--- src/hdl/sird_pkg.sv ---
// ----------------------------------------------------------------------------
// sird_pkg: shared constants, types and helpers
// Widths, radix limits and character codes for the radix digit converter,
// plus the digit-to-ASCII mapping used on the output side.
// ----------------------------------------------------------------------------
`default_nettype none

package sird_pkg;

	// Width of the signed input that is actually converted (8..64)
	localparam int VALUE_WIDTH = 64;

	// Digit store
	localparam int STORE_DEPTH = 64;
	localparam int ADDR_W      = $clog2(STORE_DEPTH);
	localparam int CNT_W       = ADDR_W + 1;
	localparam int DIGIT_W     = 4;

	// Radix register
	localparam int               RADIX_W     = DIGIT_W + 1;
	localparam logic [RADIX_W-1:0] RADIX_MIN   = RADIX_W'(2);
	localparam logic [RADIX_W-1:0] RADIX_MAX   = RADIX_W'(16);
	localparam logic [RADIX_W-1:0] RADIX_RESET = RADIX_W'(10);

	// Divider: magnitude bits consumed per cycle, passes per digit
	localparam int DIV_STEPS  = 8;
	localparam int DIV_CYCLES = (VALUE_WIDTH + DIV_STEPS - 1) / DIV_STEPS;
	localparam int MAG_W      = DIV_CYCLES * DIV_STEPS;
	localparam int CHUNK_W    = (DIV_CYCLES > 1) ? $clog2(DIV_CYCLES) : 1;

	// Character codes
	localparam int                 CHAR_W    = 7;
	localparam logic [CHAR_W-1:0]  CHAR_ZERO = 7'h30;
	localparam logic [CHAR_W-1:0]  CHAR_A    = 7'h61;
	localparam logic [DIGIT_W-1:0] DEC_BASE  = DIGIT_W'(10);

	// Result of one divider pass over a chunk of the magnitude
	typedef struct packed {
		logic [DIGIT_W-1:0]   rem;
		logic [DIV_STEPS-1:0] quot;
	} div_out_t;

	// Map a digit value to its lower-case ASCII character
	function automatic logic [CHAR_W-1:0] digit_ascii(input logic [DIGIT_W-1:0] d);
		logic [CHAR_W-1:0] c;
		if (d < DEC_BASE) begin
			c = CHAR_ZERO + CHAR_W'(d);
		end else begin
			c = CHAR_A + CHAR_W'(d - DEC_BASE);
		end
		return c;
	endfunction

endpackage

`default_nettype wire

--- src/hdl/signed_integer_to_radix_digits_unit.sv ---
// ----------------------------------------------------------------------------
// signed_integer_to_radix_digits_unit: signed integer to radix digit stream
// Converts one signed integer to lower-case ASCII digits of its magnitude,
// most significant first, with a negative flag on every digit.
// ----------------------------------------------------------------------------
// Usage: write the radix (2..16, clamped, reset 10) while idle, then send one
// signed value on s_*. The magnitude is divided by the radix repeatedly in a
// shared slice that consumes 8 magnitude bits per cycle, chunk by chunk for
// each digit; remainders go to a 64-entry digit RAM and are played back in
// reverse, each digit by a RAM read, then a transfer that waits for m_tready.
// s_tready is low for the whole conversion. Zero gives the single digit '0';
// the most negative value converts as 2^63. tlast marks the final digit.
// ----------------------------------------------------------------------------
`default_nettype none

module signed_integer_to_radix_digits_unit (
	input  wire logic        clk,
	input  wire logic        arst_n,
	// Configuration: radix write
	input  wire logic        cfg_we,
	input  wire logic [4:0]  cfg_wdata,   // radix
	// Input stream
	input  wire logic        s_tvalid,
	output logic             s_tready,
	input  wire logic [63:0] s_tdata,     // [63:0] value
	// Output stream
	output logic             m_tvalid,
	input  wire logic        m_tready,
	output logic [7:0]       m_tdata,     // [6:0] digit_char, [7] zero fill
	output logic             m_tuser,     // [0] negative
	output logic             m_tlast
);

	localparam logic [1:0] ST_IDLE = 2'd0;
	localparam logic [1:0] ST_DIV  = 2'd1;
	localparam logic [1:0] ST_READ = 2'd2;
	localparam logic [1:0] ST_SHOW = 2'd3;

	logic [1:0]                          state_q;
	logic [sird_pkg::RADIX_W-1:0]        radix_q;
	logic [sird_pkg::MAG_W-1:0]          mag_q;
	logic [sird_pkg::DIGIT_W-1:0]        rem_q;
	logic                                neg_q;
	logic [sird_pkg::CHUNK_W-1:0]        chunk_q;
	logic [sird_pkg::CNT_W-1:0]          cnt_q;
	logic [sird_pkg::ADDR_W-1:0]         rd_idx_q;

	logic [sird_pkg::VALUE_WIDTH-1:0]    in_val;
	logic                                in_neg;
	logic [sird_pkg::VALUE_WIDTH-1:0]    in_mag;
	sird_pkg::div_out_t                  div_res;
	logic [sird_pkg::MAG_W-1:0]          quot_next;
	logic [sird_pkg::CNT_W-1:0]          cnt_next;
	logic                                last_chunk;
	logic                                div_done;
	logic                                s_xfer;
	logic                                m_xfer;
	logic                                ram_we;
	logic                                ram_re;
	logic [sird_pkg::DIGIT_W-1:0]        ram_rdata;

	// Take the signed input apart into sign and magnitude
	assign in_val = s_tdata[sird_pkg::VALUE_WIDTH-1:0];
	assign in_neg = in_val[sird_pkg::VALUE_WIDTH-1];
	assign in_mag = in_neg ? (~in_val + 1'b1) : in_val;

	assign s_tready = (state_q == ST_IDLE);
	assign s_xfer   = s_tvalid && s_tready;
	assign m_xfer   = m_tvalid && m_tready;

	// Shared division slice on the top chunk of the magnitude
	sird_div_unit u_div (
		.rem_in  (rem_q),
		.bits_in (mag_q[sird_pkg::MAG_W-1 -: sird_pkg::DIV_STEPS]),
		.radix   (radix_q),
		.res     (div_res)
	);

	assign quot_next  = (mag_q << sird_pkg::DIV_STEPS) | sird_pkg::MAG_W'(div_res.quot);
	assign cnt_next   = cnt_q + 1'b1;
	assign last_chunk = (chunk_q == sird_pkg::CHUNK_W'(sird_pkg::DIV_CYCLES - 1));
	assign div_done   = last_chunk &&
	                    ((quot_next == '0) || (cnt_next == sird_pkg::CNT_W'(sird_pkg::STORE_DEPTH)));

	assign ram_we = (state_q == ST_DIV) && last_chunk;
	assign ram_re = (state_q == ST_READ);

	// Digit store
	sird_ram #(
		.WIDTH (sird_pkg::DIGIT_W),
		.DEPTH (sird_pkg::STORE_DEPTH)
	) u_store (
		.clk   (clk),
		.we    (ram_we),
		.waddr (cnt_q[sird_pkg::ADDR_W-1:0]),
		.wdata (div_res.rem),
		.re    (ram_re),
		.raddr (rd_idx_q),
		.rdata (ram_rdata)
	);

	// Radix register, clamp writes to the legal range
	always_ff @(posedge clk or negedge arst_n) begin
		if (!arst_n) begin
			radix_q <= sird_pkg::RADIX_RESET;
		end else if (cfg_we) begin
			priority if (cfg_wdata < sird_pkg::RADIX_MIN) begin
				radix_q <= sird_pkg::RADIX_MIN;
			end else if (cfg_wdata > sird_pkg::RADIX_MAX) begin
				radix_q <= sird_pkg::RADIX_MAX;
			end else begin
				radix_q <= cfg_wdata;
			end
		end
	end

	// Sequencer: accept, divide digit by digit, play back in reverse
	always_ff @(posedge clk or negedge arst_n) begin
		if (!arst_n) begin
			state_q  <= ST_IDLE;
			chunk_q  <= '0;
			cnt_q    <= '0;
			rd_idx_q <= '0;
		end else begin
			unique case (state_q)
				ST_IDLE: begin
					if (s_xfer) begin
						state_q <= ST_DIV;
						chunk_q <= '0;
						cnt_q   <= '0;
					end
				end
				ST_DIV: begin
					if (last_chunk) begin
						chunk_q <= '0;
						cnt_q   <= cnt_next;
						if (div_done) begin
							rd_idx_q <= cnt_q[sird_pkg::ADDR_W-1:0];
							state_q  <= ST_READ;
						end
					end else begin
						chunk_q <= chunk_q + 1'b1;
					end
				end
				ST_READ: begin
					state_q <= ST_SHOW;
				end
				ST_SHOW: begin
					if (m_xfer) begin
						if (rd_idx_q == '0) begin
							state_q <= ST_IDLE;
						end else begin
							rd_idx_q <= rd_idx_q - 1'b1;
							state_q  <= ST_READ;
						end
					end
				end
				default: begin
					state_q <= ST_IDLE;
				end
			endcase
		end
	end

	// Magnitude, remainder and sign; clear the remainder between digits
	always_ff @(posedge clk) begin
		if (s_xfer) begin
			mag_q <= sird_pkg::MAG_W'(in_mag);
			rem_q <= '0;
			neg_q <= in_neg;
		end else if (state_q == ST_DIV) begin
			mag_q <= quot_next;
			rem_q <= last_chunk ? '0 : div_res.rem;
		end
	end

	// Output side, driven from the registered RAM read
	assign m_tvalid = (state_q == ST_SHOW);
	assign m_tdata  = {1'b0, sird_pkg::digit_ascii(ram_rdata)};
	assign m_tuser  = neg_q;
	assign m_tlast  = (rd_idx_q == '0);

	// Radix never leaves its legal range
	a_radix_range: assert property (@(posedge clk) disable iff (!arst_n)
		(radix_q >= sird_pkg::RADIX_MIN) && (radix_q <= sird_pkg::RADIX_MAX))
		else $error("radix register out of range");

	// Every stored digit is below the radix
	a_digit_below_radix: assert property (@(posedge clk) disable iff (!arst_n)
		ram_we |-> (div_res.rem < radix_q))
		else $error("stored digit not below radix");

	// An accepted item starts a fresh division pass
	a_accept_starts_div: assert property (@(posedge clk) disable iff (!arst_n)
		s_xfer |=> (state_q == ST_DIV) && (cnt_q == '0) && (chunk_q == '0))
		else $error("accept did not start division");

	// The final digit transfer frees the input side
	a_last_frees_input: assert property (@(posedge clk) disable iff (!arst_n)
		(m_xfer && m_tlast) |=> s_tready)
		else $error("input not ready after last digit");

	// Never ready for input while a digit is offered
	a_sides_exclusive: assert property (@(posedge clk) disable iff (!arst_n)
		!(s_tready && m_tvalid))
		else $error("input ready while output valid");

	// Digit count never exceeds the store depth
	a_count_bound: assert property (@(posedge clk) disable iff (!arst_n)
		cnt_q <= sird_pkg::CNT_W'(sird_pkg::STORE_DEPTH))
		else $error("digit count beyond store depth");

endmodule

`default_nettype wire

--- src/hdl/sird_ram.sv ---
// ----------------------------------------------------------------------------
// sird_ram: generic single-port-write, single-port-read RAM
// One write port and one read port, read data registered.
// ----------------------------------------------------------------------------
`default_nettype none

module sird_ram #(
	parameter int WIDTH = 4,
	parameter int DEPTH = 64
) (
	input  wire logic                     clk,
	input  wire logic                     we,
	input  wire logic [$clog2(DEPTH)-1:0] waddr,
	input  wire logic [WIDTH-1:0]         wdata,
	input  wire logic                     re,
	input  wire logic [$clog2(DEPTH)-1:0] raddr,
	output logic      [WIDTH-1:0]         rdata
);

	logic [WIDTH-1:0] mem [DEPTH];

	// Write port
	always_ff @(posedge clk) begin
		if (we) begin
			mem[waddr] <= wdata;
		end
	end

	// Registered read port, hold data when not reading
	always_ff @(posedge clk) begin
		if (re) begin
			rdata <= mem[raddr];
		end
	end

endmodule

`default_nettype wire

--- src/hdl/sird_div_unit.sv ---
// ----------------------------------------------------------------------------
// sird_div_unit: shared radix division slice
// Runs DIV_STEPS restoring-division steps against the radix, taking the
// running remainder and the next magnitude bits (most significant first)
// and giving the quotient bits and the new remainder.
// ----------------------------------------------------------------------------
`default_nettype none

module sird_div_unit (
	input  wire logic [sird_pkg::DIGIT_W-1:0]   rem_in,
	input  wire logic [sird_pkg::DIV_STEPS-1:0] bits_in,
	input  wire logic [sird_pkg::RADIX_W-1:0]   radix,
	output sird_pkg::div_out_t                  res
);

	// Shift in one bit, compare and subtract, per step
	always_comb begin
		logic [sird_pkg::RADIX_W-1:0]   t;
		logic [sird_pkg::DIGIT_W-1:0]   r;
		logic [sird_pkg::DIV_STEPS-1:0] q;
		r = rem_in;
		q = '0;
		for (int i = sird_pkg::DIV_STEPS - 1; i >= 0; i--) begin
			t = {r, bits_in[i]};
			if (t >= radix) begin
				t    = t - radix;
				q[i] = 1'b1;
			end
			r = t[sird_pkg::DIGIT_W-1:0];
		end
		res.rem  = r;
		res.quot = q;
	end

endmodule

`default_nettype wire
--- config.mk ---
export PLATFORM = sky130hd
export DESIGN_NAME = signed_integer_to_radix_digits_unit
export DESIGN_NICKNAME = d
export VERILOG_FILES = /design/src/hdl/sird_pkg.sv /design/src/hdl/signed_integer_to_radix_digits_unit.sv /design/src/hdl/sird_ram.sv /design/src/hdl/sird_div_unit.sv
export SDC_FILE = /design/constraint.sdc
export NUM_CORES = 1
export LEC_CHECK = 0
export ABC_CLOCK_PERIOD_IN_PS = 11790
export BUFFER_PORTS_ARGS = -buffer_cell sky130_fd_sc_hd__buf_4
export CORE_UTILIZATION = 58
export CTS_BUF_LIST = sky130_fd_sc_hd__clkbuf_4
export CTS_CLUSTER_SIZE = 24
export DETAILED_ROUTE_END_ITERATION = 8
export GPL_TIMING_DRIVEN = 0
export HOLD_SLACK_MARGIN = 0.02
export PLACE_DENSITY = 0.8
export SETUP_SLACK_MARGIN = 0.5
export SYNTH_ARGS = -nofsm -noshare
export SYNTH_HDL_FRONTEND = slang
export SYNTH_SLANG_ARGS = --single-unit
--- constraint.sdc ---
create_clock -name clk -period 11.79 [get_ports clk]
set_input_delay 2.358 -clock clk [delete_from_list [all_inputs] [get_ports clk]]
set_output_delay 2.358 -clock clk [all_outputs]
set_load 0.01 [all_outputs]
-- Word level (Yosys, flattened, before mapping)
Memories as Yosys holds them, arrays and structs flattened. A register that Yosys moved wholly into a read port is not among the register bits.
Index checks and enable logic that the tools add are counted.
- flip-flop bits (word level): 92
- RAM bits: 256
- output and inout bits: 12
- word-level logic and storage cells: 104
- memories kept: 1
- add/subtract/negate cells: 15
- order comparisons: 11
- eq/ne operators: 10
- multiplexer cells: 42
- bitwise operators: 2
- reduce and logical (&&, ||, !) cells: 15
- memories (name ; depth ; bits a word ; read ports ; clocked after memory_dff ; write ports ; line ; text):
    u_store.mem ; 64 ; 4 ; 1 ; 1 ; 1 ; sird_ram.sv:20 ; logic [WIDTH-1:0] mem [DEPTH];
- operator list (kind ; count):
    64-bit two-way mux ; 3
    64-bit by 1-bit adder with 64-bit output (second input constant) ; 1
    64-bit logical NOT ; 1
    64-bit inverter ; 1
    64-bit by 8-bit bitwise OR with 64-bit output ; 1
    5-bit greater-or-equal comparator ; 8
    4-bit two-way mux ; 9
    4-bit subtractor ; 8
    6-bit two-way mux ; 4
    7-bit two-way mux ; 3
    7-bit one-hot mux with 2 select lines ; 1
    6-bit one-hot mux with 2 select lines ; 1
    1-bit two-way mux ; 10
    2-bit two-way mux ; 5
    5-bit two-way mux ; 2
    2-bit one-hot mux with 4 select lines ; 1
    6-bit by 4-bit adder with 7-bit output (first input constant) ; 1
    6-bit by 5-bit adder with 7-bit output (first input constant) ; 1
    7-bit by 1-bit adder with 7-bit output (second input constant) ; 1
    7-bit == test (second input constant) ; 1
    6-bit logical NOT ; 1
    3-bit two-way mux ; 2
    2-bit inequality test (second input constant) ; 3
    3-bit one-hot mux with 2 select lines ; 1
    18 further kinds ; 25

-- Longest topological paths before layout
Gate-level depths: netlist (run 1).
- word-level depth: 23
- depth in mapped cells: 54
- mapped depth without buffers: 51

-- Hierarchy
Synthesis (run 1) repeated with hierarchy kept, for this count alone.
- cell total of the unflattened synthesis: 1370
- area, all modules: 18082.3 um^2
- by module, submodules not included (module ; instances ; cells an instance ; area an instance (um^2)):
    sird_ram ; 1 ; 521 ; 10447.5
    signed_integer_to_radix_digits_unit ; 1 ; 636 ; 5883.1
    sird_div_unit ; 1 ; 213 ; 1751.7

-- Least setup slack after synthesis (run 1)
OpenSTA, ideal clock, no wires.
- path type: register to register
- from: reg radix_q[1] (netlist name)
- to: mem u_store.mem[0][0], data pin
- arrival time: 11.928 ns
- required time: 11.235 ns
- setup slack: -0.693 ns
- cell stages (with the launch flop): 49
- period minus slack after synthesis: 12.483 ns
- path through: dfstp_2 inv_1 ha_1 a31oi_1 o21ai_1 mux2_2 ha_1 nand4_1 a21oi_1 a211o_1 clkbuf_1 mux2i_1 inv_1 ha_1 a31oi_1 o21ai_1 mux2_2 inv_1 [... 13 more ...] ha_1 nor2b_1 o31a_1 o22a_1 mux2_2 inv_1 ha_1 a31oi_1 o21ai_0 clkbuf_1 nor2_1 a21oi_1 ha_1 a21o_1 a31oi_1 o21ai_1 nor2_1 a21oi_1
- RTL lines (what ; line ; text):
    from (decl) ; signed_integer_to_radix_digits_unit.sv:40 ; logic [sird_pkg::RADIX_W-1:0] radix_q;
    from (signal assigned) ; signed_integer_to_radix_digits_unit.sv:105 ; radix_q <= sird_pkg::RADIX_RESET;
    from (signal assigned) ; signed_integer_to_radix_digits_unit.sv:108 ; radix_q <= sird_pkg::RADIX_MIN;
    from (signal assigned) ; signed_integer_to_radix_digits_unit.sv:110 ; radix_q <= sird_pkg::RADIX_MAX;
    to (decl) ; sird_ram.sv:20 ;

==> results of run 1 <==
-- worst max path at each step --
stage / end / startpoint / slack [ns] / cells after the start
2_1_floorplan: u_store.mem[0][0]$_DFFE_PP_ / radix_q[1]$_DFFE_PN1P_ / 0.52 / 48
3_5_place_dp: u_store.mem[38][1]$_DFFE_PP_ / radix_q[1]$_DFFE_PN1P_ / -2.16 / 47
3_3_place_gp: u_store.mem[22][0]$_DFFE_PP_ / radix_q[1]$_DFFE_PN1P_ / -2.07 / 48
5_1_grt: u_store.mem[57][0]$_DFFE_PP_ / radix_q[1]$_DFFE_PN1P_ / 0.39 / 50
4_1_cts: rd_idx_q[1]$_DFFE_PN0P_ / radix_q[1]$_DFFE_PN1P_ / 0.50 / 49
6_report: u_store.mem[30][0]$_DFFE_PP_ / radix_q[1]$_DFFE_PN1P_ / 0.75 / 50
-- cells by family after synthesis --
logic type,count (synthesis),synth area share
compound gates,290,0.105
xor+xnor,83,0.0414
fa+ha+maj,58,0.0447
buf+inv,109,0.0235
flops,352,0.593
mux,123,0.0941
other cells,1,0.000214
simple gates,361,0.0975
-- registers in the layout (all words and copies together), names as in the netlist --
name and flops:
chunk_q 3, u_store.mem 256, m_tuser 1, radix_q 5
rem_q 4, u_store.rdata 4, cnt_q 7, state_q 2
mag_q 64, rd_idx_q 6
-- synth_stat cells, types with 9 or more instances --
master	count	area, µm²
sky130_fd_sc_hd__edfxtp_1	325	9760
sky130_fd_sc_hd__nand4_1	9	56.3
sky130_fd_sc_hd__clkbuf_1	49	184
sky130_fd_sc_hd__o21ai_1	10	50.1
sky130_fd_sc_hd__nor2b_1	9	56.3
sky130_fd_sc_hd__nand3b_1	10	75.1
sky130_fd_sc_hd__nand2b_1	13	81.3
sky130_fd_sc_hd__a21o_1	11	82.6
sky130_fd_sc_hd__xor2_1	65	569
sky130_fd_sc_hd__nand3_1	13	65.1
sky130_fd_sc_hd__nand2_1	121	454
sky130_fd_sc_hd__mux2i_1	74	741
sky130_fd_sc_hd__nor4_1	21	131
sky130_fd_sc_hd__nor2_1	112	420
sky130_fd_sc_hd__inv_1	41	154
sky130_fd_sc_hd__a21oi_1	53	265
sky130_fd_sc_hd__o31ai_1	19	143
sky130_fd_sc_hd__ha_1	50	626
sky130_fd_sc_hd__o22ai_1	18	113
sky130_fd_sc_hd__mux2_2	17	191
sky130_fd_sc_hd__o221ai_1	32	280
sky130_fd_sc_hd__nor3_1	19	95.1
sky130_fd_sc_hd__o21ai_0	101	505
sky130_fd_sc_hd__xnor2_1	18	158
sky130_fd_sc_hd__dfrtp_1	21	526
sky130_fd_sc_hd__buf_1	16	60.1
sky130_fd_sc_hd__o41ai_1	10	87.6
sky130_fd_sc_hd__mux4_2	32	721
-- routing by layer --
metal,share of wire,vias to the layer above,GRT usage
met5,0,-,0
met4,0.034,0,0.106
met3,0.093,116,0.0614
met2,0.48,778,0.473
met1,0.40,6270,0.390
li1,-,5712,-
-- final cells by class --
class | instances | share of cell area
clock inverter | 31 | 0.0104
clock buffer | 125 | 0.0458
tap | 390 | 0.0238
multi-input combinational | 918 | 0.345
antenna | 2 | 0.000244
buffer | 66 | 0.0130
timing repair buffer | 113 | 0.0455
sequential | 352 | 0.508
inverter | 43 | 0.00842
-- timing repair --
| action | in CTS | in global routing |
|---|---|---|
| cloned | 1 | 2 |
| pin swaps | 3 | 7 |
| gates resized for setup | 33 | 36 |
| endpoints found under the setup margin | 270 | 269 |
| hold endpoints to repair | 0 | 0 |
| setup buffers | 8 | 19 |
-- stage by stage --
stage               setup WS, ns  area [µm²]
floorplan                  0.515       17600
global placement           -2.07       18700
detailed placement         -2.16       18700
CTS                        0.502       20100
global route               0.387       20500
finish                     0.750       20500
-- worst max-delay path, delay by kind of cell (launching register included) --
kind / cells / cell delay [ns]
compound gates: 16 / 2.76
xor+xnor: 1 / 0.24
fa+ha+maj: 8 / 2.49
buf+inv: 11 / 1.56
flops: 1 / 0.63
mux: 6 / 1.86
simple gates: 8 / 1.16
==> run summary, run 1 <==
For this design, the sink count on the clock tree is 352. For the worst-case headroom to the max-slew limit, the log shows 0.325. The tools report the total routed wirelength as 45.2 mm.

The library cell used most frequently in the layout, excluding fill and tap cells, is sky130_fd_sc_hd__edfxtp_1. Routed wirelength normalized by instance count: 22.1 µm. The final instance count without filler cells is 2040. The first detailed-routing pass took 8 iterations. Yosys mapped a number of flops with a built-in enable equal to 325.

For the largest net degree at the start of global routing, the log shows 66. After clock tree synthesis, the flow added hold-fix buffers numbering 0. For this run, the slowest stage of the critical path takes 0.63 ns. Signal arrival time at the worst endpoint: 11.48 ns. Among the stages of the critical path, the cell type that occurs most often is sky130_fd_sc_hd__ha_1. The die width was 176 µm; the total number of yosys warnings was 0.

CTS root buffer: sky130_fd_sc_hd__clkbuf_4. During I/O placement, the number of pins put on the boundary was 86. Counting flops and latches in the post-synthesis netlist gives 352.

Data on the critical path is required at its endpoint by 12.23 ns. The category of the worst setup path launch point is a flop. Number of antenna violations at the first check in global routing: 2. The count of nets left with antenna violations once routing finished came out at 0. The H-tree generated during clock tree synthesis spans 3 levels.

Max-cap violations in this run came to 0. The run finished with clean final reports. Synthesis produced a netlist with a net count of 1509.

In this run the worst hold path is classified as reg -> reg. After legalization and detailed placement, the total HPWL measured 29.7 mm. TritonCTS built the clock tree.

For this run the aggregate overflow at the end of global routing stands at 0. The sequential cell area fraction in the yosys report is 0.593, and the number of placed instances, taps included is 1852. Among all flip-flop cells after synthesis, the most frequent one is sky130_fd_sc_hd__edfxtp_1.

Worst-case reg-to-reg path depth: 50. The hold path endpoint is rem_q[3]$_SDFFE_PP0P_. Global routing usage summed across all routing layers: 0.291. The critical path start-end classification was reg -> reg. Adding up every negative setup slack in the final design gives 0 ns. For the highest clock rate, the log shows 90.6 MHz. The run gives 0.0297 mm² as the placeable core area. The final count of pins violating max slew was 0; the wire length of the first global-routing pass was 68.4 mm.

The count of final hold-check violations is 0, and the count of unique library cells instantiated by Yosys is 65. The die is 176 µm tall. The starting density of the core was 0.591; the share of the clock period used by the worst path after layout was 0.936. The area of the die was 0.0310 mm²; the share of cells above drive strength 1 was 0.217. After detailed routing, the number of vias per cell comes to 6.31.

For this design, the slowest cell found on the critical path is sky130_fd_sc_hd__dfstp_4. The clock arrives with 0.0548 ns of skew. For the finished layout, the period the worst path requires is 11.04 ns. For the via count of the first global-routing pass, the log shows 12.6k. The logs give 63 for the total number of placement rows and 1713 for the post-layout net count. For this run, design rule violations remaining after detail routing come to 0. The tools report the gate count after technology mapping as 1377. The tools report the endpoint kind of the worst setup timing path as a flop. The maximum root-to-sink buffer count was 3; the proportion of synthesized flip-flops having asynchronous set or reset was 0.0653.

Summing every instance area after synthesis gives 0.0176 mm². The count of buffers inserted at the top-level ports is 83, and the worst hold slack is 0.509 ns. For the pin with the worst max-slew slack, the measured transition is 1.01 ns. The clock insertion delay at the later pin of the skew report was 0.74 ns.

The tools report the setup slack on the worst flop-to-flop path as 0.75 ns. The register area was 0.0104 mm². The average size of a mapped cell is 12.8 µm², and the weighted congestion reported at the end of routability-driven placement is 0.960.

Counting the fill cells in the layout gives 2019. The tools report the total via count after detailed routing as 12.9k. The worst register-to-register path begins at radix_q[1]$_DFFE_PN1P_. The top cell types in the final layout, fill and taps aside, are sky130_fd_sc_hd__edfxtp_1, sky130_fd_sc_hd__clkbuf_4, sky130_fd_sc_hd__nand2_1. The run gives 0.690 as the utilization of the core after routing. The run gives 1294 as the count of routing violations after the opening detailed-route iteration. The worst register-to-register path ends at u_store.mem[30][0]$_DFFE_PP_. The hold-critical path depth is 1, and the combined area of the multi-input logic cells is 0.00707 mm².

The logs give 0 for the total of endpoints with negative setup slack in the final report and 87 for the number of buffers added by the clock tree synthesis step. Clock-pin slew was measured on the worst setup and hold paths at 0.06 ns. The area overhead of the layout relative to synthesis works out to 16.8%. In this run the worst path has a maximum fanout of 34. In this run the most critical hold path is launched from rem_q[3]$_SDFFE_PP0P_. Setup repair after global routing left no endpoint under its margin.
Power of run 1 is left out: the tool's default activity adds up to more than one toggle a clock period on the data nets, which glitch-free logic cannot reach.
==> run 2: changes to the inputs <==
- ABC_AREA: unset -> 1
==> run summary, run 2 <==
The flow ran to the end, and the final reports show no timing, DRC or antenna violations. The total routed wirelength was 57.8 mm (was 45.2 mm). The share of cells above drive strength 1 came out at 0.137 (was 0.217).

The net count after synthesis is 2274 (was 1509). The logs give 0.0191 mm² (was 0.0176 mm²) for the netlist area before placement and 16.6k (was 12.9k) for the total via count after detailed routing. The number of flip-flops under the largest register name is 256 (unchanged). The H-tree level count came out at 3 (unchanged).

Clock insertion delay at the later pin of the skew report: 0.76 ns (was 0.74 ns). The detailed-route vias per instance was 5.84 (was 6.31); the die width was 184 µm (was 176 µm). The post-layout net count is 2461 (was 1713). The number of buffers added by the clock tree synthesis step was 88 (was 87); the count of buffers inserted at the top-level ports was 84 (was 83). For the worst setup skew after layout, the log shows 0.0535 ns (was 0.0548 ns).

The maximum root-to-sink buffer count was 3 (unchanged); the critical path's largest stage delay was 0.72 ns (was 0.63 ns). The starting density of the core was 0.589 (was 0.591); the length of the first detailed-routing pass in iterations was 6 (was 8). The most common library cell in the layout ignoring fill and taps is sky130_fd_sc_hd__nand2_1 (was sky130_fd_sc_hd__edfxtp_1). The residual overflow from global routing was 0 (unchanged); the placeable core area was 0.0325 mm² (was 0.0297 mm²). The number of enable flip-flop cells after synthesis was 325 (unchanged). The weighted congestion reported at the end of routability-driven placement is 1.05 (was 0.960), and the signal arrival time at the worst endpoint is 10.78 ns (was 11.48 ns). The run gives 0.0337 mm² (was 0.0310 mm²) as the area of the die. The run gives 0 (unchanged) as the total of endpoints with negative setup slack in the final report. The tools report the total non-filler cell area in the finished layout as 0.0218 mm² (was 0.0205 mm²). The run gives 0.345 (was 0.291) as the global routing usage summed across all routing layers. The register name with the most flops is u_store.mem (unchanged). The top-area cell type share of the netlist area is 0.510 (was 0.556). The wire length of the first global-routing pass came out at 87.1 mm (was 68.4 mm). The logs give 1990 (was 1294) for the count of routing violations after the opening detailed-route iteration and 0 (unchanged) for the DRC violation count after routing. TritonCTS built the clock tree. The I/O pin count is 86 (unchanged).

The critical path start-end classification was reg -> reg (unchanged). Worst hold path class: reg -> reg (unchanged). The maximum fanout along the worst path is 32 (was 34). The tools report the number of sinks on the clock net as 352 (unchanged).

Endpoint kind of the worst setup timing path: a flop (unchanged). The gate count after technology mapping came out at 2142 (was 1377). The flip-flop and latch count after synthesis is 352 (unchanged).

The y dimension of the die was 184 µm (was 176 µm); the largest net degree at the start of global routing was 56 (was 66). Number of antenna violations at the first check in global routing: 2 (unchanged). The register area was 0.0104 mm² (about the same). The worst-case reg-to-reg path depth was 61 (was 50); the total number of yosys warnings was 0 (unchanged). For the final HPWL from detailed placement, the log shows 42.0 mm (was 29.7 mm). Dominant cells by area after synthesis: sky130_fd_sc_hd__edfxtp_1, sky130_fd_sc_hd__nand2_1, sky130_fd_sc_hd__nor2_1, sky130_fd_sc_hd__o21ai_0, sky130_fd_sc_hd__nand3_1 (was sky130_fd_sc_hd__edfxtp_1, sky130_fd_sc_hd__mux2i_1, sky130_fd_sc_hd__mux4_2, sky130_fd_sc_hd__ha_1, sky130_fd_sc_hd__xor2_1). The max-capacitance violation count was 0 (unchanged). Setup repair after global routing left no endpoint under its margin. The via count of the first global-routing pass was 15.8k (was 12.6k). Slowest library cell on the worst path: sky130_fd_sc_hd__dfstp_4 (unchanged). Routed wirelength normalized by instance count: 20.3 µm (was 22.1 µm). The logs give 0.0204 mm² (was 0.0187 mm²) for the standard cell area after detailed placement and 66 (was 63) for the total number of placement rows. The clock edge transition at the registers on the reported setup and hold paths works out to 0.07 ns (was 0.06 ns). Highest-count cells in the layout ignoring fill and taps: sky130_fd_sc_hd__nand2_1, sky130_fd_sc_hd__edfxtp_1, sky130_fd_sc_hd__nor2_1 (was sky130_fd_sc_hd__edfxtp_1, sky130_fd_sc_hd__clkbuf_4, sky130_fd_sc_hd__nand2_1). Critical path's most frequent cell: sky130_fd_sc_hd__nand2_1 (was sky130_fd_sc_hd__ha_1).

Registers with the most flip-flops: u_store.mem x256, mag_q x64, cnt_q x7 (unchanged). Hold-critical path depth: 2 (was 1). The proportion of synthesized flip-flops having asynchronous set or reset was 0.0653 (unchanged). The most used flip-flop cell after synthesis is sky130_fd_sc_hd__edfxtp_1 (unchanged). Count of unique library cells instantiated by Yosys: 55 (was 65).

The cell with the most instances after synthesis is sky130_fd_sc_hd__nand2_1 (was sky130_fd_sc_hd__edfxtp_1). The logs give 0.545 (was 0.593) for the sequential cell area fraction in the yosys report and 12.22 ns (was 12.23 ns) for the critical path required time. List of most frequent post-synthesis cells: sky130_fd_sc_hd__nand2_1, sky130_fd_sc_hd__edfxtp_1, sky130_fd_sc_hd__nor2_1, sky130_fd_sc_hd__inv_1, sky130_fd_sc_hd__o21ai_0 (was sky130_fd_sc_hd__edfxtp_1, sky130_fd_sc_hd__nand2_1, sky130_fd_sc_hd__nor2_1, sky130_fd_sc_hd__o21ai_0, sky130_fd_sc_hd__mux2i_1).

The count of final hold-check violations is 0 (unchanged), and the worst hold slack is 0.466 ns (was 0.509 ns). The logs give 0.00778 mm² (was 0.00707 mm²) for the combined area of the multi-input logic cells and 96.6 MHz (was 90.6 MHz) for the highest clock rate. The run gives 0.446 (was 0.325) as the worst-case headroom to the max-slew limit. The final period demand of the worst path works out to 10.35 ns (was 11.04 ns).

The average size of a mapped cell came out at 8.93 µm² (was 12.8 µm²). The tools report the category of the worst setup path launch point as a flop (unchanged). The run gives 2656 (was 2019) as the number of fillers in the final layout.

The tools report the CTS root buffer as sky130_fd_sc_hd__clkbuf_4 (unchanged). The area overhead of the layout relative to synthesis was 13.8% (was 16.8%); the share of the clock period used by the worst path after layout was 0.878 (was 0.936). The tools report the final count of pins violating max slew as 0 (unchanged). The slew at the pin with the worst max-slew slack is 0.828 ns (was 1.01 ns), and the final antenna-violating net count is 0 (unchanged). Cell type contributing the most total cell area after synthesis: sky130_fd_sc_hd__edfxtp_1 (unchanged).
run 2: changes by cell type in the layout (fill, tap and decap cells not counted), sizes merged, moves of 19 or more:
cell	delta
nand4	+39
xor2	-35
nor2	+173
mux4	-32
mux2i	-69
nor4	-25
nand3	+130
inv	+125
o31ai	-19
o21ai	+36
a211oi	+28
nand2	+516
o221ai	-32
run 2: layout make-up:
class,instances,area share
well taps,442,0.0254
plain buffers,76,0.0189
clock inverters,30,0.00828
diodes,2,0.000230
inverters,164,0.0285
flip-flops and latches,352,0.479
multi-input cells,1552,0.357
clock buffers,131,0.0452
repair buffers,95,0.0375
run 2: path summary, 6_finish.rpt:
path / slack, ns / endpoint / startpoint
min: 0.47 / rem_q[3]$_SDFFE_PP0P_ / rem_q[3]$_SDFFE_PP0P_
max in group asynchronous: 9.97 / radix_q[3]$_DFFE_PN1P_ / arst_n
min reg2reg: 0.47 / rem_q[3]$_SDFFE_PP0P_ / rem_q[3]$_SDFFE_PP0P_
max reg2reg: 1.44 / u_store.mem[28][3]$_DFFE_PP_ / radix_q[1]$_DFFE_PN1P_
min in group asynchronous: 1.51 / rd_idx_q[1]$_DFFE_PN0P_ / arst_n
max: 1.44 / u_store.mem[28][3]$_DFFE_PP_ / radix_q[1]$_DFFE_PN1P_
run 2: repair_timing:
action                                 CTS  global route
setup endpoints to repair              267           269
hold buffers                             0             0
endpoints found under the hold margin    0             0
gates resized for setup                  5            18
cloned                                   0             2
pin swaps                                0             3
setup buffers                            1             5
run 2: logic make-up after synthesis:
kind of cell	after synthesis	share of synthesized area
xor gates and xnor gates	41	0.0188
and+or+nand+nor	1147	0.251
adders and majority gates	58	0.0411
other	1	0.000196
AOI/OAI and AO/OA	298	0.0884
DFF	352	0.545
muxes	5	0.00262
buffers and inverters	240	0.0537
run 2: metrics by stage:
stage          setup WS (ns)  setup TNS [ns]  std cells  utilization
5_1_grt                0.505               0       2844        0.671
2_1_floorplan           1.20               0       2142            -
3_3_place_gp           -2.24         -262.89       2668        0.626
4_1_cts                0.548               0       2835        0.666
3_5_place_dp         -0.0872           -2.67       2673        0.630
6_report                1.44               0       2844        0.671
run 2: worst max-delay path, delay by kind of cell, from the launching register on:
kind                       cells  cell delay (ns)
DFF                            1             0.72
xor gates and xnor gates       1             0.17
buffers and inverters          8             0.95
AOI/OAI and AO/OA              8             1.40
and+or+nand+nor               36             4.06
adders and majority gates      8             2.72
run 2: routing by layer:
| layer | track usage | vias to the layer above | routed length, µm | part of all wire |
|---|---|---|---|---|
| li1 | - | 7766 | - | - |
| met1 | 0.428 | 7672 | 21800 | 0.38 |
| met2 | 0.577 | 994 | 27800 | 0.48 |
| met3 | 0.0640 | 163 | 5490 | 0.095 |
| met4 | 0.177 | 0 | 2810 | 0.049 |
| met5 | 0 | - | 0 | 0 |
Power of run 2 is left out for the same reason.
